==> src/sv/w3zp_pkg.sv <==
`timescale 1ns / 1ps
// ----------------------------------------------------------------------------
// w3zp_pkg
// Shared types and constants of the 3x3 zero-padded window block.
// ----------------------------------------------------------------------------
package w3zp_pkg;

  localparam int MAX_WIDTH   = 1024;
  localparam int MAX_HEIGHT  = 1024;
  localparam int PIX_W       = 8;
  localparam int DIM_W       = 11;                   // config dimension fields
  localparam int COL_W       = $clog2(MAX_WIDTH);    // line store address
  localparam int ROW_W       = $clog2(MAX_HEIGHT);   // centre row counter
  localparam int CFG_IDX_W   = 2;
  localparam int CH_SEL_W    = 2;
  localparam int WIN_TAPS    = 9;

  localparam int QUEUE_DEPTH = 2;
  localparam int QPTR_W      = (QUEUE_DEPTH > 1) ? $clog2(QUEUE_DEPTH) : 1;
  localparam int QLVL_W      = $clog2(QUEUE_DEPTH + 1);

  // register indexes on the config channel
  localparam logic [CFG_IDX_W-1:0] REG_WIDTH   = 2'd0;
  localparam logic [CFG_IDX_W-1:0] REG_HEIGHT  = 2'd1;
  localparam logic [CFG_IDX_W-1:0] REG_CHANNEL = 2'd2;

  // channel select codes
  localparam logic [CH_SEL_W-1:0] CH_SEL_1 = 2'd1;
  localparam logic [CH_SEL_W-1:0] CH_SEL_2 = 2'd2;

  localparam logic [DIM_W-1:0] RST_WIDTH  = 11'd640;
  localparam logic [DIM_W-1:0] RST_HEIGHT = 11'd480;

  typedef enum logic {
    CMD_PIXEL = 1'b0,
    CMD_FLUSH = 1'b1
  } cmd_t;

  // one classified item, front to back
  typedef struct packed {
    logic [PIX_W-1:0] pix;
    logic [COL_W-1:0] idx;
    logic             emit;
    logic             top;
    logic             bottom;
    logic             left;
    logic             right;
    logic             last;
  } op_t;

  typedef struct packed {
    logic              not_empty;
    logic              full;
    logic [QLVL_W-1:0] level;
  } q_status_t;

endpackage

==> src/sv/w3zp_front.sv <==
`timescale 1ns / 1ps
// ----------------------------------------------------------------------------
// w3zp_front
// Config registers, frame position counters and item classification.
// ----------------------------------------------------------------------------
module w3zp_front
  import w3zp_pkg::*;
(
  input  logic                 clk,
  input  logic                 rst_n,
  input  logic                 in_valid,
  input  logic                 in_ready,
  input  logic                 in_cmd,
  input  logic [PIX_W-1:0]     in_ch0,
  input  logic [PIX_W-1:0]     in_ch1,
  input  logic [PIX_W-1:0]     in_ch2,
  input  logic                 cfg_valid,
  input  logic [CFG_IDX_W-1:0] cfg_index,
  input  logic [DIM_W-1:0]     cfg_data,
  output logic                 restart,
  output logic                 push,
  output op_t                  op
);

  logic [DIM_W-1:0]    width_r, width_nxt;
  logic [DIM_W-1:0]    height_r, height_nxt;
  logic [CH_SEL_W-1:0] chan_r, chan_nxt;
  logic [COL_W-1:0]    in_col_r, in_col_nxt;
  logic [DIM_W-1:0]    in_row_r, in_row_nxt;
  logic [COL_W-1:0]    out_col_r, out_col_nxt;
  logic [ROW_W-1:0]    out_row_r, out_row_nxt;

  logic accept, in_image, drop, emit;
  logic col_wrap, out_col_wrap;
  logic top, bottom, left, right, last;
  logic [PIX_W-1:0] pix;

  function automatic logic [DIM_W-1:0] clamp_dim(input logic [DIM_W-1:0] v,
                                                 input logic [DIM_W-1:0] hi);
    logic [DIM_W-1:0] r;
    r = v;
    if (v == '0) r = DIM_W'(1);
    else if (v > hi) r = hi;
    return r;
  endfunction

  assign accept   = in_valid && in_ready;
  assign in_image = in_row_r < height_r;
  assign drop     = (cmd_t'(in_cmd) == CMD_FLUSH) && in_image;
  assign push     = accept && !drop;

  assign restart  = cfg_valid && (cfg_index == REG_WIDTH || cfg_index == REG_HEIGHT ||
                                  cfg_index == REG_CHANNEL);

  always_comb begin
    case (chan_r)
      CH_SEL_1: pix = in_ch1;
      CH_SEL_2: pix = in_ch2;
      default:  pix = in_ch0;
    endcase
    if (!in_image) pix = '0;
  end

  assign emit         = (in_row_r >= DIM_W'(2)) || (in_row_r == DIM_W'(1) && in_col_r != '0);
  assign col_wrap     = (DIM_W'(in_col_r) + DIM_W'(1)) >= width_r;
  assign out_col_wrap = (DIM_W'(out_col_r) + DIM_W'(1)) >= width_r;
  assign top          = out_row_r == '0;
  assign bottom       = DIM_W'(out_row_r) == (height_r - DIM_W'(1));
  assign left         = out_col_r == '0;
  assign right        = DIM_W'(out_col_r) == (width_r - DIM_W'(1));
  assign last         = bottom && right;

  assign op = '{pix: pix, idx: in_col_r, emit: emit, top: top, bottom: bottom,
                left: left, right: right, last: last};

  always_comb begin
    width_nxt   = width_r;
    height_nxt  = height_r;
    chan_nxt    = chan_r;
    in_col_nxt  = in_col_r;
    in_row_nxt  = in_row_r;
    out_col_nxt = out_col_r;
    out_row_nxt = out_row_r;
    if (cfg_valid) begin
      unique case (cfg_index)
        REG_WIDTH:   width_nxt  = clamp_dim(cfg_data, DIM_W'(MAX_WIDTH));
        REG_HEIGHT:  height_nxt = clamp_dim(cfg_data, DIM_W'(MAX_HEIGHT));
        REG_CHANNEL: chan_nxt   = cfg_data[CH_SEL_W-1:0];
        default: ;
      endcase
    end
    if (restart) begin
      in_col_nxt  = '0;
      in_row_nxt  = '0;
      out_col_nxt = '0;
      out_row_nxt = '0;
    end else if (push) begin
      if (col_wrap) begin
        in_col_nxt = '0;
        in_row_nxt = in_row_r + DIM_W'(1);
      end else begin
        in_col_nxt = in_col_r + COL_W'(1);
      end
      if (emit) begin
        if (last) begin
          in_col_nxt  = '0;
          in_row_nxt  = '0;
          out_col_nxt = '0;
          out_row_nxt = '0;
        end else if (out_col_wrap) begin
          out_col_nxt = '0;
          out_row_nxt = out_row_r + ROW_W'(1);
        end else begin
          out_col_nxt = out_col_r + COL_W'(1);
        end
      end
    end
  end

  always_ff @(posedge clk) begin
    if (!rst_n) begin
      width_r   <= RST_WIDTH;
      height_r  <= RST_HEIGHT;
      chan_r    <= '0;
      in_col_r  <= '0;
      in_row_r  <= '0;
      out_col_r <= '0;
      out_row_r <= '0;
    end else begin
      width_r   <= width_nxt;
      height_r  <= height_nxt;
      chan_r    <= chan_nxt;
      in_col_r  <= in_col_nxt;
      in_row_r  <= in_row_nxt;
      out_col_r <= out_col_nxt;
      out_row_r <= out_row_nxt;
    end
  end

endmodule

==> config.mk <==
export PLATFORM = sky130hd
export DESIGN_NAME = w3zp_front
export DESIGN_NICKNAME = d
export VERILOG_FILES = /design/src/sv/w3zp_pkg.sv /design/src/sv/w3zp_front.sv
export SDC_FILE = /design/constraint.sdc
export NUM_CORES = 1
export LEC_CHECK = 0
export ABC_AREA = 1
export BUFFER_PORTS_ARGS = -buffer_cell sky130_fd_sc_hd__buf_2
export CORE_MARGIN = 10
export CORE_UTILIZATION = 52
export DETAILED_ROUTE_END_ITERATION = 16
export HOLD_SLACK_MARGIN = 0.08
export PLACE_DENSITY = 0.84
export SYNTH_ARGS = -nofsm -noshare
export SYNTH_HDL_FRONTEND = slang
export SYNTH_SLANG_ARGS = --single-unit
==> constraint.sdc <==
create_clock -name clk -period 3 [get_ports clk]
set_clock_uncertainty 0.2 [all_clocks]
set_input_delay 0.15 -clock clk [delete_from_list [all_inputs] [get_ports clk]]
set_output_delay 0.15 -clock clk [all_outputs]
set_load 0.03 [all_outputs]
Word-level counts from Yosys, hierarchy flattened
Index checks and enable logic that the tools add are counted.
- bits in registers: 65
- output and inout port bits: 26
- logic and storage cells: 64
- order comparisons: 5
- mux-type cells: 14
- add/subtract/negate cells: 8
- bitwise gates (word level): 1
- eq/ne operators: 7
- reductions and logical operators: 22
- operators with widths (cell ; number):
    2-to-1 mux 10 bit ; 7
    2-to-1 mux 11 bit ; 5
    adder 10 x 1 -> 10 bit (second input constant) ; 3
    adder 10 x 1 -> 11 bit (second input constant) ; 2
    == test 10 x 11 -> 1 bit ; 2
    greater-or-equal comparator 11 bit ; 2
    subtractor 11 x 1 -> 11 bit (second input constant) ; 2
    zero test 10 bit ; 2
    one-hot mux 8 bit (2 select lines) ; 1
    adder 11 x 1 -> 11 bit (second input constant) ; 1
    == test 11 x 1 -> 1 bit (second input constant) ; 1
    greater-or-equal comparator 11 x 2 -> 1 bit (second input constant) ; 1
    > comparator 11 bit (second input constant) ; 1
    zero test 11 bit ; 1
    < comparator 11 bit ; 1
    nonzero test 10 bit ; 1
    2-to-1 mux 8 bit ; 1
    AND reduction 2 bit ; 4
    logical AND 1 bit ; 6
    == test 2 x 1 -> 1 bit (second input constant) ; 2
    == test 2 bit (second input constant) ; 2
    logical OR 1 bit ; 3
    AND reduction 3 bit ; 1
    zero test 2 bit ; 1
    4 further kinds ; 4

Logic depth before layout (Yosys ltp)
- depth after elaboration: 5
- gate-level depth with buffers: 19
- depth with buffers taken out: 19

Least setup slack after synthesis
OpenSTA, ideal clock, no wires.
- kind: register to register
- start point: register in_col_r[0]
- end point: register in_row_r[4]
- slack: 0.112 ns
- data arrival time: 2.566 ns
- cell stages (with the launch flop): 17
- setup time: 0.122 ns
- required time: 2.678 ns
- cell sequence: dfxtp_1 ha_1 nand3_1 inv_1 nand3_1 xor2_1 ha_1 nand2_1 nor2_1 nand3_1 nor2_1 nand4_1 nand3_1 nand2_2 buf_6 nor4_1 nor2_1
- longest elaborated chain between the ends: 5
- elaborated cells on any way between the ends: 8
- RTL lines (element ; RTL line ; text):
    from (decl) ; w3zp_front.sv:28 ; logic [COL_W-1:0] in_col_r, in_col_nxt;
    from (signal assigned) ; w3zp_front.sv:133 ; in_col_r <= in_col_nxt;
    adder 10 x 1 -> 11 bit ; w3zp_front.sv:65 ; assign col_wrap = (DIM_W'(in_col_r) + DIM_W'(1)) >= width_r;
    greater-or-equal comparator 11 bit ; w3zp_front.sv:65 ;
    2-to-1 mux 11 bit ; w3zp_front.sv:98 ; if (col_wrap) begin
    2-to-1 mux 11 bit ; w3zp_front.sv:105 ; if (last) begin
    2-to-1 mux 11 bit * ; w3zp_front.sv:104 ; if (emit) begin
    to (signal assigned) ; w3zp_front.sv:134 ; in_row_r <= in_row_nxt;
    to (decl) ; w3zp_front.sv:29 ; logic [DIM_W-1:0] in_row_r, in_row_nxt;
Every way passes the cells marked *; elsewhere a longest branch is shown, timed or not.
A chain may end at the register's enable or synchronous reset.

Final worst setup path
- start point: register out_col_r[5]
- end point: register out_row_r[0]
- longest elaborated chain between the ends: 4
- elaborated cells on any way between the ends: 7
- RTL lines (element ; RTL line ; text):
    from (decl) ; w3zp_front.sv:30 ; logic [COL_W-1:0] out_col_r, out_col_nxt;
    from (signal assigned) ; w3zp_front.sv:135 ; out_col_r <= out_col_nxt;
    adder 10 x 1 -> 11 bit or == test 10 x 11 -> 1 bit (tied branches) ; w3zp_front.sv:66, w3zp_front.sv:70 ;
    greater-or-equal comparator 11 bit or logical AND 1 bit (tied branches) ; w3zp_front.sv:66, w3zp_front.sv:71 ;
    nonzero test 2 bit (no source line) ; -- ;
    AND reduction 3 bit (no source line) ; -- ;
    to (signal assigned) ; w3zp_front.sv:136 ; out_row_r <= out_row_nxt;
    to (decl) ; w3zp_front.sv:31 ; logic [ROW_W-1:0] out_row_r, out_row_nxt;
Several ways; a longest one is shown, not always the timed one.

==> summary.md <==
| Metric | Value |
|---|---|
| Status | complete, no violations |
| Syn Inst Count | around 860 |
| Min cycle time layout | between 2000 and 3000 ps |
| Worst Path Max Fanout | 5 |
| Total Power | between 1.5 and 2 mW |
| P_leak | ~3.2 nW |
| Switching power | approximately 0.6 mW |
| Most frequent cell after synthesis | nand2_1 |
| Post-synth EDFFs | 0 |
| Slowest cell on crit path | nor4_2 |
| Max Buffers Root-to-Sink | 2 |
| Routed Antenna Nets | 0 |
| Die Y | 122.6 microns |
| Post-Synth Simple-Gate Area | between 30% and 40% |
| Crit Path Class | flip-flop to flip-flop |
| Arr. time, crit path | 3060 ps |
| Post-Syn Nets | 946 |
| Initial antenna violation count | 0 |
| WL/cell | ~14 microns |
| Critical-path cell list | inv_1 -> nor4_2 -> nand3_2 -> xor2_2 -> inv_1 -> ha_1 -> nand2_1 -> nor2_1 -> a211oi_2 -> nand3_1 -> nor2_2 -> nand2_2 -> nand2_4 -> clkbuf_16 -> nand2_1 -> a21oi_1 |
| Final count of pins violating max slew | 0 |
| CTS Sinks | 65 |
| RSZ-0062 raised after global routing | true |
| Setup ws final | approximately 12 ps |
| Slowest cell delay on critical path | 370 ps |
| Power share of the clock group | a little over a third |
| Worst skew pair latency | 350 ps |
| Fill cells | a little over 900 |
| Post-DP Area | 6036 sq um |
| DRC viols | 0 |
| Post-synth top area cell | dfxtp_1 |
| Final hold viol count | 0 |
| Vias per cell | ~5.4 |
| Register area share after synthesis | roughly a quarter |
| #FFs+latches synth | 65 |
| # diodes | 0 |
| Largest net degree at the start of global routing | 22 |
| Hold WS | 136.5 ps |
| Worst hold path type | primary input to flip-flop |
| Sequential share of power | between 40% and 50% |
| Synth top area cells | dfxtp_1 24%, nand2_1 14%, ha_1 10% |
| FMAX | between 300 and 400 MHz |
| DR pass1 iterations | 6 |
| Crit. Startpoint | out_col_r[5] |
| Final period utilization | between 90 and 100% |
| Switch share | 30.40% |
| Fin util | approximately 65% |
| Area share of the largest cell type after synthesis | between 20% and 30% |
| Reg-to-reg slack, setup | 10 ps |
| Dpl ws | between 20 and 25 ps |
| Area Overhead vs Synth | 22.37% |
| Asr flop ratio synth | 0% |
| Worst r2r dst | out_row_r[0] |
| Total GRT Usage | between 20 and 25% |
| Drt initial violations | roughly 440 |
| Final instance area | about 6700 sq um |
| Clk slew on worst S/H paths | 70 ps |
| GRT overflow | 0 |
| CTS tree | done |
| Commonest cells in the netlist | 197 x nand2_1, 118 x inv_1, 79 x nor2_1, 72 x a21oi_1, 68 x nand3_1 |
| FF-to-FF path depth | 16 |
| H-tree Lvls | 3 |
| Core area | 10280 sq um |
| Comb pwr share | 19.2% |
| DIE AREA | roughly 15000 sq um |
| Share of post-route cells with drive strength above 1 | about a fifth |
| GPL Wtd Cong | between 0.9 and 1 |
| Compound-Gate Fraction of Synth Area | between 10% and 20% |
| Mean Syn Cell Area | roughly 6.4 sq um |
| Cell variety after synth | 38 |
| Power per cell area | about 300 nW/um^2 |
| Largest family of logic cells by synthesized area | simple AND/OR/NAND/NOR gates |
| Final setup violation count | 0 |
| # rows | 37 |
| VDD IR-drop max | between 0.2 and 0.25 mV |
| CTS Buf Count | 9 |
| Ys flop type | dfxtp_1 |
| First-pass GRT wire length | between 20000 and 30000 microns |
| Die X | between 100 and 150 microns |
| Final WL | approximately 16000 microns |
| Starting Density | between 50% and 60% |
| Detailed-route via count | 5966 |
| Total I/O pin count | between 60 and 70 |
| Setup crit end | out_row_r[0] |
| Measured slew at the worst slew-check pin | ~740 ps |
| Final net count | roughly 1000 |
| Post-synthesis adder-cell area fraction | approximately a tenth |
| Post-synthesis mux area share | 0% |
| Port Buf Inserts | 68 |
| Ys Warns | 0 |
| Dpl hpwl | between 10000 and 15000 microns |
| RR Startpoint | out_col_r[5] |
| Required @ worst endpoint | between 3000 and 4000 ps |
| P_int | roughly 1.4 mW |
| Crit start category | flip-flop |
| Crit. End Element | flip-flop |
| Root Buffer | clkbuf_8 |
| Max-cap violations | 0 |
| Vias in the first global route | roughly 5400 |
| Post-synthesis xor/xnor area fraction | under 10% |
| Slew headroom | between 50% and 60% |
| Mapped Area | between 5000 and 6000 sq um |
sequential cells by signal, summed over array words and instances, names as in the netlist:
name	cells
out_row_r	10
in_row_r	11
height_r	11
chan_r	2
out_col_r	10
width_r	11
in_col_r	10
cell families (layout without fill, tap and decap cells):
logic type / after synthesis / after routing
buf+inv: 152 / 257
fa+ha+maj: 45 / 45
xor+xnor: 36 / 36
simple gates: 431 / 431
compound gates: 129 / 129
flops: 65 / 65
power groups by stage:
stage                     Combinational [mW]  Sequential, mW  Clock, mW
after floorplan                        0.244           0.912          0
after global placement                 0.345           0.914          0
after detailed placement               0.351           0.914          0
after CTS                              0.371           0.895      0.715
after global routing                   0.430           0.894      0.751
final                                  0.381           0.892      0.708
timing repair:
action                                  4_1_cts  5_1_grt
cloned                                        0        1
hold buffers                                 19        0
setup buffers                                 0        2
pin swaps                                     0       14
resized for setup                             1       62
hold endpoints to repair                     21        0
endpoints found under the setup margin       10       42
worst min path at each step:
stage                startpoint            to  slack [ps]  depth (start not counted)
floorplan                 rst_n     chan_r[0]          90                          2
global placement    cfg_data[4]    width_r[4]         260                          3
detailed placement  cfg_data[5]    width_r[5]         260                          3
CTS                    in_valid  in_row_r[10]         130                          5
global route             in_cmd  out_col_r[1]         180                          6
finish                 in_ready  in_row_r[10]         140                          5
cells in the final DEF, fill, tap and decap left out, types with 5 or more instances in the layout:
| master | n |
|---|---|
| o21ai_0 | 38 |
| xnor2_1 | 6 |
| buf_4 | 26 |
| xor2_1 | 27 |
| inv_2 | 9 |
| nor4_1 | 6 |
| nor2_4 | 5 |
| a21oi_1 | 67 |
| nand2_1 | 191 |
| dfxtp_1 | 58 |
| nor3_1 | 11 |
| nand3_2 | 6 |
| dlygate4sd3_1 | 19 |
| nand2_2 | 12 |
| inv_1 | 114 |
| nand4_1 | 31 |
| buf_2 | 68 |
| nor2_2 | 12 |
| ha_1 | 40 |
| a22o_1 | 8 |
| nor2_1 | 76 |
| nand3_1 | 63 |
| clkbuf_8 | 12 |
| a21oi_2 | 5 |
metrics by stage:
| step | std cells | TNS [ps] |
|---|---|---|
| 2_1_floorplan | 858 | 0 |
| 3_3_place_gp | 1062 | 0 |
| 3_5_place_dp | 1062 | 0 |
| 4_1_cts | 1096 | 0 |
| 5_1_grt | 1099 | -1974 |
| 6_report | 1099 | 0 |
worst max-delay path: cells and delay by family (launching register included):
kind | cells | cell delay [ps]
and+or+nand+nor | 9 | 1230
buffers and inverters | 3 | 340
DFF | 1 | 330
adders and majority gates | 1 | 300
AOI/OAI and AO/OA | 2 | 280
xor gates and xnor gates | 1 | 210
metal layers:
metal | part of all wire [%] | global-route usage, % | vias to the layer above | wire length (microns)
met5 | 0 | 0 | - | 0
met3 | 9.4 | 4.545 | 22 | 1478
met1 | 44 | 27.32 | 2691 | 6925
li1 | - | - | 2998 | -
met2 | 45 | 31.97 | 255 | 7145
met4 | 1.4 | 5.523 | 0 | 222
area by class of cell:
class	count	area (sq um)	share of cell area, %
clock inverters	2	12.51	0.1870
well taps	136	170.2	2.543
flip-flops and latches	65	1318	19.69
inverters	126	478.0	7.142
repair buffers	116	782.0	11.68
multi-input cells	641	3764	56.23
clock buffers	13	168.9	2.524
No activity file was read; power rests on OpenSTA's default activity.
