--- src/sv/w3zp_pkg.sv ---
`timescale 1ns / 1ps
// ----------------------------------------------------------------------------
// w3zp_pkg
// Shared types and constants of the 3x3 zero-padded window block.
// ----------------------------------------------------------------------------
package w3zp_pkg;

  localparam int MAX_WIDTH   = 1024;
  localparam int MAX_HEIGHT  = 1024;
  localparam int PIX_W       = 8;
  localparam int DIM_W       = 11;                   // config dimension fields
  localparam int COL_W       = $clog2(MAX_WIDTH);    // line store address
  localparam int ROW_W       = $clog2(MAX_HEIGHT);   // centre row counter
  localparam int CFG_IDX_W   = 2;
  localparam int CH_SEL_W    = 2;
  localparam int WIN_TAPS    = 9;

  localparam int QUEUE_DEPTH = 2;
  localparam int QPTR_W      = (QUEUE_DEPTH > 1) ? $clog2(QUEUE_DEPTH) : 1;
  localparam int QLVL_W      = $clog2(QUEUE_DEPTH + 1);

  // register indexes on the config channel
  localparam logic [CFG_IDX_W-1:0] REG_WIDTH   = 2'd0;
  localparam logic [CFG_IDX_W-1:0] REG_HEIGHT  = 2'd1;
  localparam logic [CFG_IDX_W-1:0] REG_CHANNEL = 2'd2;

  // channel select codes
  localparam logic [CH_SEL_W-1:0] CH_SEL_1 = 2'd1;
  localparam logic [CH_SEL_W-1:0] CH_SEL_2 = 2'd2;

  localparam logic [DIM_W-1:0] RST_WIDTH  = 11'd640;
  localparam logic [DIM_W-1:0] RST_HEIGHT = 11'd480;

  typedef enum logic {
    CMD_PIXEL = 1'b0,
    CMD_FLUSH = 1'b1
  } cmd_t;

  // one classified item, front to back
  typedef struct packed {
    logic [PIX_W-1:0] pix;
    logic [COL_W-1:0] idx;
    logic             emit;
    logic             top;
    logic             bottom;
    logic             left;
    logic             right;
    logic             last;
  } op_t;

  typedef struct packed {
    logic              not_empty;
    logic              full;
    logic [QLVL_W-1:0] level;
  } q_status_t;

endpackage

--- src/sv/w3zp_queue.sv ---
`timescale 1ns / 1ps
// ----------------------------------------------------------------------------
// w3zp_queue
// Short queue of classified items between front and back.
// ----------------------------------------------------------------------------
module w3zp_queue
  import w3zp_pkg::*;
(
  input  logic      clk,
  input  logic      rst_n,
  input  logic      push,
  input  op_t       push_op,
  input  logic      pop,
  output op_t       head_op,
  output q_status_t status
);

  op_t               slot_r [QUEUE_DEPTH];
  logic [QPTR_W-1:0] wr_ptr_r, wr_ptr_nxt;
  logic [QPTR_W-1:0] rd_ptr_r, rd_ptr_nxt;
  logic [QLVL_W-1:0] level_r, level_nxt;

  function automatic logic [QPTR_W-1:0] bump(input logic [QPTR_W-1:0] p);
    return (p == QPTR_W'(QUEUE_DEPTH - 1)) ? '0 : p + QPTR_W'(1);
  endfunction

  assign head_op = slot_r[rd_ptr_r];
  assign status  = '{not_empty: level_r != '0,
                     full:      level_r == QLVL_W'(QUEUE_DEPTH),
                     level:     level_r};

  always_comb begin
    wr_ptr_nxt = push ? bump(wr_ptr_r) : wr_ptr_r;
    rd_ptr_nxt = pop  ? bump(rd_ptr_r) : rd_ptr_r;
    level_nxt  = level_r;
    if (push && !pop) level_nxt = level_r + QLVL_W'(1);
    else if (pop && !push) level_nxt = level_r - QLVL_W'(1);
  end

  always_ff @(posedge clk) begin
    if (push) begin
      slot_r[wr_ptr_r] <= push_op;
    end
  end

  always_ff @(posedge clk) begin
    if (!rst_n) begin
      wr_ptr_r <= '0;
      rd_ptr_r <= '0;
      level_r  <= '0;
    end else begin
      wr_ptr_r <= wr_ptr_nxt;
      rd_ptr_r <= rd_ptr_nxt;
      level_r  <= level_nxt;
    end
  end

endmodule

--- config.mk ---
export PLATFORM = sky130hd
export DESIGN_NAME = w3zp_queue
export DESIGN_NICKNAME = d
export VERILOG_FILES = /design/src/sv/w3zp_pkg.sv /design/src/sv/w3zp_queue.sv
export SDC_FILE = /design/constraint.sdc
export NUM_CORES = 1
export LEC_CHECK = 0
export BUFFER_PORTS_ARGS = -buffer_cell sky130_fd_sc_hd__buf_2
export CAP_MARGIN = 20
export CORE_MARGIN = 5
export CORE_UTILIZATION = 45
export CTS_CLUSTER_SIZE = 12
export DETAILED_ROUTE_END_ITERATION = 10
export PLACE_DENSITY = 0.78
export SETUP_SLACK_MARGIN = 0.5
export SYNTH_ARGS = -nofsm -noshare
export SYNTH_HDL_FRONTEND = slang
export SYNTH_SLANG_ARGS = --single-unit
--- constraint.sdc ---
create_clock -name clk -period 4.8 [get_ports clk]
set_input_delay 0.48 -clock clk [delete_from_list [all_inputs] [get_ports clk]]
set_output_delay 0.48 -clock clk [all_outputs]
set_load 0.02 [all_outputs]
# After elaboration in Yosys (flattened, before gate mapping)

Memories as Yosys holds them, arrays and structs flattened. A register that Yosys moved wholly into a read port is not among the register bits.
Index checks and enable logic that the tools add are counted.

Flip-flop bits (word level): 4
Memory bits (writable): 48
Input bits: 28
Output and inout bits: 28
Word-level logic and storage cells: 23
Memories: 1

Memories:

| memory | depth | width | rd ports | clocked after Yosys merged registers in | write ports | line             | RTL |
|---|---|---|---|---|---|---|---|
| slot_r | 2     | 24    | 1        | 1                                       | 1           | w3zp_queue.sv:18 | `op_t slot_r [QUEUE_DEPTH];` |

Add/subtract/negate cells: 4
Equal/unequal tests: 1
Multiplexer cells: 8
Reduce and logical (&&, ||, !) cells: 6

Operators by type and width:

| operator                                         | number |
|---|---|
| 2-to-1 mux 1 bit                                 | 6 |
| 2-to-1 mux 2 bit                                 | 2 |
| nonzero test 2 bit                               | 2 |
| adder 1 bit, second input constant               | 2 |
| adder 2 x 1 -> 2 bit, second input constant      | 1 |
| equality test 2 bit, second input constant       | 1 |
| logical AND 1 bit                                | 2 |
| logical NOT 1 bit                                | 2 |
| subtractor 2 x 1 -> 2 bit, second input constant | 1 |

# Depth between registers and ports, before layout

Gate-level depths: netlist (run 1).

Word-level depth: 4
Depth in mapped cells: 5
Mapped depth without buffers: 5

# Least setup slack after synthesis (run 1)

OpenSTA, ideal clock, no wires.

Kind: input port to flip-flop
From: input port push
To: memory slot_r[0][0] (netlist name), enable pin
Library setup time: 409 ps
Arrival: 1617 ps
Required time: 4391 ps
Slack: 2774 ps
Stages: 1
Path buffers: 0
Cell sequence: nor2b_1

Cells in the longest elaborated chain, start to end: 2

Ends and longest elaborated chain:

| item                                   | line             | RTL |
|---|---|---|
| start, declared                        | w3zp_queue.sv:11 | `input logic push,` |
| 2-to-1 mux 1 bit                       | w3zp_queue.sv:41 | `if (push) begin` |
| 2-to-1 mux 1 bit (implied by the code) | w3zp_queue.sv:42 | `slot_r[wr_ptr_r] <= push_op;` |
| end, declared                          | w3zp_queue.sv:18 |  |

No other way between the ends.

==> results.cfg, run 1 <==
[run_status]
status = completed

[synth]
mapped_nets = 126
top_cells_by_count_synth = sky130_fd_sc_hd__edfxtp_1, sky130_fd_sc_hd__mux2_2, sky130_fd_sc_hd__dfxtp_1
synth_seq_cells = 53
synth.top_cells.by_area = sky130_fd_sc_hd__edfxtp_1, sky130_fd_sc_hd__mux2_2, sky130_fd_sc_hd__dfxtp_1
ys_async_sr_fraction_pct = 0
postSynth.topFlopCell = sky130_fd_sc_hd__edfxtp_1
synth.largest_area_cell = sky130_fd_sc_hd__edfxtp_1
synthesis.yosys.warnings = 0
synth-seq-area-share_pct = 78.9
post_synth_instance_area_um2 = 1950
synth_edf_count = 48
synth_area_per_cell_um2 = 20.1
synthMostInstantiatedCell = sky130_fd_sc_hd__edfxtp_1
synth.distinct_cells = 17
synthCells = 97
synth_largest_type_area_fraction_pct = 73.8

[worst_setup_path]
worst-endpoint-arrival_ps = 1530
element_type_at_the_critical_path_end = primary output
critical_path.startpoint_type = register
rr_startpoint = wr_ptr_r$_SDFFE_PN0P_
timing.reg2reg.setup_slack_ps = 3350
r2r.worst_path.cells = 2
worst-endpoint-required_ps = 4320
crit_path_max_fanout = 20
r2r-end = slot_r[1][17]$_DFFE_PP_
crit_path_kind = register to primary output

[floorplanning]
die-width_um = 75.9
fp-row-count = 24
core_um2 = 4290
starting_utilization_of_the_core_area_pct = 45.5
die_height_um = 75.9
ios = 56
fp.dieArea_um2 = 5760

[final_layout]
n_fill_cell = 375
antenna_cells = 0
drive_above_1_share_pct = 57.5
flow.area_growth_from_synthesis_pct = 24.7
finalNetCount = 188

[timing]
max_freq_mhz = 498
tightestPinTransition_ps = 659
final-setup-viol-count = 0
slew-limit-headroom_pct = 55.8
finClkSkew_ps = 5.72
period_share_pct = 41.8
finalSetupTns_ps = 0
fin_ws_ps = 2790
grt_setup_unrepaired = false
timing.final.max_slew_violations = 0
final-hold-violation-count = 0
period_minus_slack_ps = 2010

[pwr]
vdd_drop_max_mv = 0.201
comb_power_share_pct = 14.7
powerDensity_nw_per_um2 = 388
p_clk_share_pct = 28.0
p_int_w = 0.000727
power.switching_w = 0.000218
cell_leakage_power_nw = 0.943
share_of_total_power_in_sequential_cells_pct = 57.3
power.switching_fraction_pct = 23.1

[clocking]
tritoncts_num_sinks = 53
post_cts_hold_buffer_count = 0
post_cts_resized = 0
clock_tree.htree_level_count = 2
clkTransAtPathRegs_ps = 90
insertion_delay_ps = 300
postCtsSetupRepairBufs = 0
cts_root_buffer = sky130_fd_sc_hd__clkbuf_8
cts_tree = yes
clock_path_buffers = 2
cts_buffers = 5

[detailed_routing]
residual_drc = 0
number_of_detailed_route_iterations_in_the_first_pass = 4
dr.first_iter.drc_count = 48
route.detailed.vias_per_inst = 4.81
route.antenna.remaining_nets = 0
routed_wirelength_mm = 3.41
detail_route.wl_per_cell_um = 16.1
detailroute.via_count = 1020

[worst_hold_path]
timing.hold.worst.start = push_op[10]
worstHoldPathType = input port to register
whs_path_depth = 1
whs_endpoint = slot_r[0][10]$_DFFE_PP_

[place]
place_congestion = 0.670
dpl_worst_slack_ps = 2660
place.port_buffers = 55
place_hpwl_mm = 2.39

[global_routing]
grt_antenna_before_repair = 0
global_route_wire_length_before_repair_mm = 4.97
grt_max_degree = 25
grt.total_usage_pct = 12.4
globalRoute.totalOverflow = 0
vias_in_the_first_global_route = 1054

[run]
drv_cap = 0
-- final cells by class --
| cell class | count | area, um^2 | share of cell area [%] |
|---|---|---|---|
| clock buffer | 7 | 97.6 | 4.01 |
| tap | 52 | 65.1 | 2.67 |
| sequential | 53 | 1540 | 63.3 |
| inverter | 1 | 3.75 | 0.154 |
| multi-input combinational | 40 | 390 | 16.0 |
| clock inverter | 1 | 5.00 | 0.205 |
| timing repair buffer | 58 | 333 | 13.7 |
-- critical path, stage by stage, from the launching register on --
cell and delay [ps]:
sky130_fd_sc_hd__dfxtp_1 510, sky130_fd_sc_hd__buf_16 210, sky130_fd_sc_hd__mux2_2 350, sky130_fd_sc_hd__buf_2 160
-- how the worst max path moves through the flow --
stage / start / endpoint / depth (start not counted)
finish: register / head_op[23] / 3
global route: register / head_op[17] / 3
CTS: register / head_op[8] / 2
detailed placement: register / head_op[8] / 2
global placement: register / head_op[8] / 2
floorplan: push / slot_r[0][0]$_DFFE_PP_ / 1
-- logic make-up (layout without fill, tap and decap cells) --
kind of cell | after synthesis | after routing | synth area share [%]
AO/OA/AOI/OAI | 3 | 3 | 1.03
XOR/XNOR | 3 | 3 | 1.35
adder cells (fa/ha/maj) | 1 | 1 | 0.641
buffers and inverters | 4 | 67 | 1.22
flip-flops | 53 | 53 | 78.9
multiplexers | 24 | 24 | 13.8
AND/OR/NAND/NOR | 9 | 9 | 3.01
-- sequential cells by signal, summed over array words and instances, names as in the netlist, named ones only --
register  flops
slot_r       48
level_r       2
rd_ptr_r      1
wr_ptr_r      1
-- routing by layer --
| metal | track usage [%] | wire (um) | vias to the layer above |
|---|---|---|---|
| met4 | 4.66 | 41 | 0 |
| li1 | - | - | 491 |
| met1 | 13.5 | 1310 | 488 |
| met3 | 5.15 | 284 | 6 |
| met2 | 21.3 | 1770 | 35 |
| met5 | 0 | 0 | - |
-- placed cells by master, fill, tap and decap left out, drive strengths merged --
master	instances
buf	58
edfxtp	48
mux2	24
clkbuf	7
dfxtp	5
and2	4
xor2	2
nor2b	2
inv	1
or2	1
and2b	1
xnor2	1
o21a	1
o21ai	1
or3	1
a21boi	1
ha	1
clkinv	1
-- through the flow --
stage                     hold WS [ps]  utilization (%)  area (um^2)  total power, W  std cells
after floorplan                    555                -         1950        0.000637         97
after global placement             483             53.0         2280        0.000680        201
after detailed placement           526             53.4         2290        0.000687        202
after CTS                          349             55.7         2390        0.000954        210
after global routing               341             56.7         2440        0.000988        212
final                              363             56.7         2440        0.000945        212
-- power groups by stage --
stage               sequential, W  clock (W)  combinational [W]
detailed placement       0.000558          0           0.000129
global placement         0.000556          0           0.000123
finish                   0.000542   0.000265           0.000139
CTS                      0.000548   0.000276           0.000129
global route             0.000544   0.000294           0.000150
floorplan                0.000551          0          0.0000858
No activity file was read; power rests on OpenSTA's default activity.
==> inputs of run 2 (changes only) <==
ABC_AREA = 1   (was not set)
PLACE_DENSITY = 0.8   (was 0.78)
clock period = 1.8 ns   (was 4.8 ns; I/O delays follow)
==> run 2 against run 1 <==
  * Area after synthesis up 5.8%
  * Count of clock-buffer cells in the layout decreased by 2
  * Sequential power rose to 2.7 times the previous value
  * Critical path depth did not move
  * Non-clock buffer count is 4 higher
  * Utilization grew 5.5 points
  * Die area rose by 5.0%
  * Sequential share of layout area shrank 7.0 points
==> results.cfg, run 2 <==
[run_status]
status = completed

[final_layout]
area_used_by_sequential_logic_in_the_layout_um2 = 1550
largest_register_ff_count = 48
design_area_um2 = 2750
finalNetCount = 205
layout_commonest_cell = sky130_fd_sc_hd__edfxtp_1
drive_above_1_share_pct = 53.1
regs_by_ff_count = slot_r x48, level_r x2
n_fill_cell = 350
flow.area_growth_from_synthesis_pct = 32.9
area_of_the_multi_input_gates_um2 = 465
largest-register = slot_r
antenna_cells = 0
most-common-layout-cells = sky130_fd_sc_hd__edfxtp_1, sky130_fd_sc_hd__buf_2, sky130_fd_sc_hd__mux2_4, sky130_fd_sc_hd__buf_6, sky130_fd_sc_hd__nand2_1

[timing]
finalSetupTns_ps = 0
grt_setup_unrepaired = true
max_freq_mhz = 658
final-hold-violation-count = 0
period_minus_slack_ps = 1520
final-setup-viol-count = 0
period_share_pct = 84.4
timing.final.max_slew_violations = 0
finClkSkew_ps = 4.61
slew-limit-headroom_pct = 80.9
tightestPinTransition_ps = 286

[synth]
synth_seq_cells = 53
synthMostInstantiatedCell = sky130_fd_sc_hd__edfxtp_1
synth_top_family_by_area = multiplexers
post_synth_mux_area_share_pct = 16.7
post_synth_and_or_nand_nor_area_fraction_pct = 3.63
synth.largest_area_cell = sky130_fd_sc_hd__edfxtp_1
synth-seq-area-share_pct = 74.6
ys_async_sr_fraction_pct = 0
top_cells_by_count_synth = sky130_fd_sc_hd__edfxtp_1, sky130_fd_sc_hd__mux2_4, sky130_fd_sc_hd__nand2_1
mapped_nets = 139
synth_adder_area_share_pct = 0.606
synthXorXnorAreaFrac_pct = 0
synth_area_per_cell_um2 = 18.8
synth.top_cells.by_area = sky130_fd_sc_hd__edfxtp_1, sky130_fd_sc_hd__mux2_4, sky130_fd_sc_hd__dfxtp_1
synthCells = 110
synth-compound-area-share_pct = 0.485
postSynth.topFlopCell = sky130_fd_sc_hd__edfxtp_1
post_synth_instance_area_um2 = 2070
synth_edf_count = 48
synth.distinct_cells = 14
synthesis.yosys.warnings = 0
synth_largest_type_area_fraction_pct = 69.8

[clocking]
clock_tree.htree_level_count = 2
insertion_delay_ps = 290
clkTransAtPathRegs_ps = 90
cts_tree = yes
tritoncts_num_sinks = 53
post_cts_hold_buffer_count = 0
cts_root_buffer = sky130_fd_sc_hd__clkbuf_8
clock_path_buffers = 2
postCtsSetupRepairBufs = 0
cts_buffers = 5

[worst_setup_path]
worst-endpoint-required_ps = 1620
critPathBufInv = 2
crit_path_kind = register to primary output
critPathSlowestCell = sky130_fd_sc_hd__dfxtp_4
critical_path.startpoint_type = register
worst-endpoint-arrival_ps = 1340
critPathTopFamily = flip-flops
element_type_at_the_critical_path_end = primary output
cp_cell_sequence = clkbuf_16, mux2_4, buf_6
crit_path_max_fanout = 6
timing.critical_path.slowest_cell_delay_ps = 430

[global_routing]
vias_in_the_first_global_route = 1225
grt_antenna_before_repair = 0
global_route_wire_length_before_repair_mm = 5.85
grt.total_usage_pct = 12.3
globalRoute.totalOverflow = 0
grt_max_degree = 18

[place]
place_hpwl_mm = 2.55
placed_cell_area_um2 = 2420
place_congestion = 0.740
place.port_buffers = 55

[floorplanning]
ios = 56
die-width_um = 77.8
core_um2 = 4410
starting_utilization_of_the_core_area_pct = 46.8
fp-row-count = 24
fp.dieArea_um2 = 6050
die_height_um = 77.8

[pwr]
total_power_w = 0.00251
share_of_total_power_in_sequential_cells_pct = 57.5
power.switching_fraction_pct = 23.4
p_clk_share_pct = 24.2
power.switching_w = 0.000588
p_int_w = 0.00192
comb_power_share_pct = 18.3
powerDensity_nw_per_um2 = 915
cell_leakage_power_nw = 1.15
vdd_drop_max_mv = 0.640

[detailed_routing]
detail_route.wl_per_cell_um = 16.1
residual_drc = 0
route.detailed.vias_per_inst = 4.83
detailroute.via_count = 1107
route.antenna.remaining_nets = 0
number_of_detailed_route_iterations_in_the_first_pass = 4
dr.first_iter.drc_count = 83
routed_wirelength_mm = 3.69

[worst_hold_path]
worstHoldPathType = input port to register

[run]
drv_cap = 0
## run 2: changes by cell type after synthesis, moves of 4 or more
cell,change
sky130_fd_sc_hd__inv_1,+7
sky130_fd_sc_hd__mux2_4,+20
sky130_fd_sc_hd__nand2_1,+9
sky130_fd_sc_hd__nor2_1,+8
sky130_fd_sc_hd__mux2_2,-20
sky130_fd_sc_hd__and2_1,-4
## run 2: cells by family (layout without fill, tap and decap cells)
logic type,count (synthesis),in the layout
adders and majority gates,1,1
and+or+nand+nor,19,19
DFF,53,53
AOI/OAI and AO/OA,2,2
muxes,24,24
buffers and inverters,11,78
## run 2: power groups by stage
stage / Combinational, W / Sequential (W) / Clock [W]
after floorplan: 0.000242 / 0.00147 / 0
after global placement: 0.000355 / 0.00146 / 0
after detailed placement: 0.000367 / 0.00147 / 0
after CTS: 0.000378 / 0.00144 / 0.000626
after global routing: 0.000493 / 0.00145 / 0.000683
final: 0.000460 / 0.00144 / 0.000607
## run 2: timing repair
action | 4_1_cts | 5_1_grt
gates cloned | 1 | 2
gates resized for setup | 3 | 52
endpoints found under the setup margin | 24 | 24
hold endpoints to repair | 0 | 0
## run 2: cell type report
type                            count  share of cell area, %
Tap cell                           52                   2.37
Sequential cell                    53                   56.3
Multi-Input combinational cell     46                   17.0
Clock buffer                        5                   2.51
Clock inverter                      3                  0.456
Inverter                            8                   1.09
Timing Repair Buffer               62                   20.3
## run 2: worst paths after layout
path | from | to | slack (ps) | cells after the start
max reg2reg | wr_ptr_r$_SDFFE_PN0P_ | slot_r[0][3]$_DFFE_PP_ | 680 | 2
min reg2reg | rd_ptr_r$_SDFFE_PN0P_ | rd_ptr_r$_SDFFE_PN0P_ | 520 | 2
min | push_op[13] | slot_r[0][13]$_DFFE_PP_ | 70 | 1
max | register | head_op[0] | 280 | 3
## run 2: routing by layer
| metal | vias to the layer above | share of wire [%] | GRT usage, % |
|---|---|---|---|
| met5 | - | 0 | 0 |
| met3 | 6 | 8.0 | 4.98 |
| li1 | 530 | - | - |
| met4 | 0 | 0.97 | 3.09 |
| met1 | 528 | 38 | 14.1 |
| met2 | 43 | 53 | 21.2 |
## run 2: per-stage QoR
step	setup slack (ps)	hold slack (ps)	util (%)	std cells
2_1_floorplan	485	279	-	110
3_3_place_gp	557	368	54.8	218
3_5_place_dp	524	371	54.8	218
4_1_cts	251	64.1	57.3	227
5_1_grt	225	50.6	62.2	229
6_report	281	70.7	62.2	229
==> inputs of run 3 (changes only) <==
PLACE_DENSITY = 0.77   (was 0.8)
clock period = 1.5 ns   (was 1.8 ns; I/O delays follow)
==> run 3 against run 2 <==
  * Die area stayed put
  * Combinational power is 31% higher
  * First-iteration DRC count is 45% lower
  * Sequential cell count stayed put
  * Non-clock buffer count is 4 higher
  * Hold slack worse by 24 ps
  * Clock skew is 0.69 ps lower
  * Wire length is 1.1% higher
  * Critical path depth stayed put
  * Clock power is 19% higher
==> results.cfg, run 3 (synthesis results as in run 2) <==
[worst_hold_path]
timing.hold.worst.start = push_op[9]
worstHoldPathType = input port to register

[timing]
finClkSkew_ps = 3.93
timing.final.max_slew_violations = 0
max_freq_mhz = 675
final-setup-viol-count = 0
slew-limit-headroom_pct = 89.3
grt_setup_unrepaired = true
period_minus_slack_ps = 1480
final-hold-violation-count = 0
period_share_pct = 98.8
tightestPinTransition_ps = 160
hold_slack_ps = 46.7

[worst_setup_path]
crit_path_kind = register to primary output
critPathTopFamily = flip-flops
element_type_at_the_critical_path_end = primary output
critPathSlowestCell = sky130_fd_sc_hd__dfxtp_4
crit_path_max_fanout = 6
rr_startpoint = wr_ptr_r$_SDFFE_PN0P_
cp_cell_sequence = clkbuf_16, mux2_4, buf_6
critical_path.startpoint_type = register
worst-endpoint-arrival_ps = 1330
critPathBufInv = 2
timing.critical_path.slowest_cell_delay_ps = 430
worst-endpoint-required_ps = 1350

[floorplanning]
core_um2 = 4410
starting_utilization_of_the_core_area_pct = 46.8
fp-row-count = 24
die_height_um = 77.8
ios = 56
fp.dieArea_um2 = 6050
die-width_um = 77.8

[detailed_routing]
dr.first_iter.drc_count = 46
route.detailed.vias_per_inst = 4.82
detailroute.via_count = 1127
number_of_detailed_route_iterations_in_the_first_pass = 4
route.antenna.remaining_nets = 0
detail_route.wl_per_cell_um = 16.0
residual_drc = 0
routed_wirelength_mm = 3.74

[clocking]
cts_root_buffer = sky130_fd_sc_hd__clkbuf_8
insertion_delay_ps = 290
clock_path_buffers = 2
tritoncts_num_sinks = 53
clock_tree.htree_level_count = 2
post_cts_hold_buffer_count = 0
cts_tree = yes
cts_buffers = 5
clkTransAtPathRegs_ps = 80

[place]
place_congestion = 0.690
placed_cell_area_um2 = 2400
place.port_buffers = 55
placed_cells = 218
place_hpwl_mm = 2.58

[final_layout]
n_fill_cell = 319
largest_register_ff_count = 48
antenna_cells = 0
layout_commonest_cell = sky130_fd_sc_hd__edfxtp_1
regs_by_ff_count = slot_r x48, level_r x2
most-common-layout-cells = sky130_fd_sc_hd__edfxtp_1, sky130_fd_sc_hd__buf_6, sky130_fd_sc_hd__buf_2
finalNetCount = 210
largest-register = slot_r
post-route-util_pct = 64.9
flow.area_growth_from_synthesis_pct = 38.7
design_area_um2 = 2870
area_of_the_multi_input_gates_um2 = 495
drive_above_1_share_pct = 59.9
fin_cells = 234
area_used_by_sequential_logic_in_the_layout_um2 = 1560

[run]
drv_cap = 0

[pwr]
share_of_total_power_in_sequential_cells_pct = 56.7
p_clk_share_pct = 23.6
powerDensity_nw_per_um2 = 1070
power.switching_fraction_pct = 23.1
p_int_w = 0.00236
total_power_w = 0.00307
comb_power_share_pct = 19.7
power.switching_w = 0.000709
cell_leakage_power_nw = 1.18
vdd_drop_max_mv = 0.782

[global_routing]
grt_antenna_before_repair = 0
grt_max_degree = 15
globalRoute.totalOverflow = 0
global_route_wire_length_before_repair_mm = 5.64
grt.total_usage_pct = 12.0
vias_in_the_first_global_route = 1214

[run_status]
status = completed
run 3: timing repair:
item,in CTS,in global routing
gates resized for setup,18,71
endpoints found under the setup margin,52,66
cloned,1,2
hold endpoints to repair,0,0
pin swaps,0,2
setup buffers,5,0
run 3: routing by layer:
layer	GRT usage [%]	vias up	routed length, um
li1	-	541	-
met1	13.7	540	1380
met2	21.0	44	2070
met3	4.63	2	271
met4	3.09	0	8
met5	0	-	0
run 3: final timing paths:
kind / to / slack (ps) / cells past startpoint
setup / recovery: head_op[7] / 20 / 3
hold / removal: slot_r[1][9]$_DFFE_PP_ / 50 / 1
hold reg to reg: register / 510 / 2
setup reg to reg: slot_r[0][22]$_DFFE_PP_ / 530 / 2
run 3: power by group through the flow:
stage	Sequential (W)	Combinational [W]	Clock, W
global route	0.00175	0.000640	0.000835
global placement	0.00175	0.000418	0
floorplan	0.00176	0.000292	0
CTS	0.00173	0.000476	0.000759
detailed placement	0.00176	0.000433	0
finish	0.00174	0.000604	0.000725
run 3: stage by stage:
stage          TNS [ps]  worst slack (ps)
2_1_floorplan         0               401
4_1_cts               0              21.4
5_1_grt            -568             -46.2
6_report              0              17.7
3_3_place_gp          0               234
3_5_place_dp          0               168
run 3: layout make-up:
| class | count | share of cell area (%) |
|---|---|---|
| clock buffers | 8 | 2.79 |
| flip-flops and latches | 53 | 54.3 |
| multi-input cells | 46 | 17.3 |
| inverters | 8 | 1.27 |
| repair inverters | 1 | 0.262 |
| well taps | 52 | 2.27 |
| repair buffers | 66 | 21.8 |
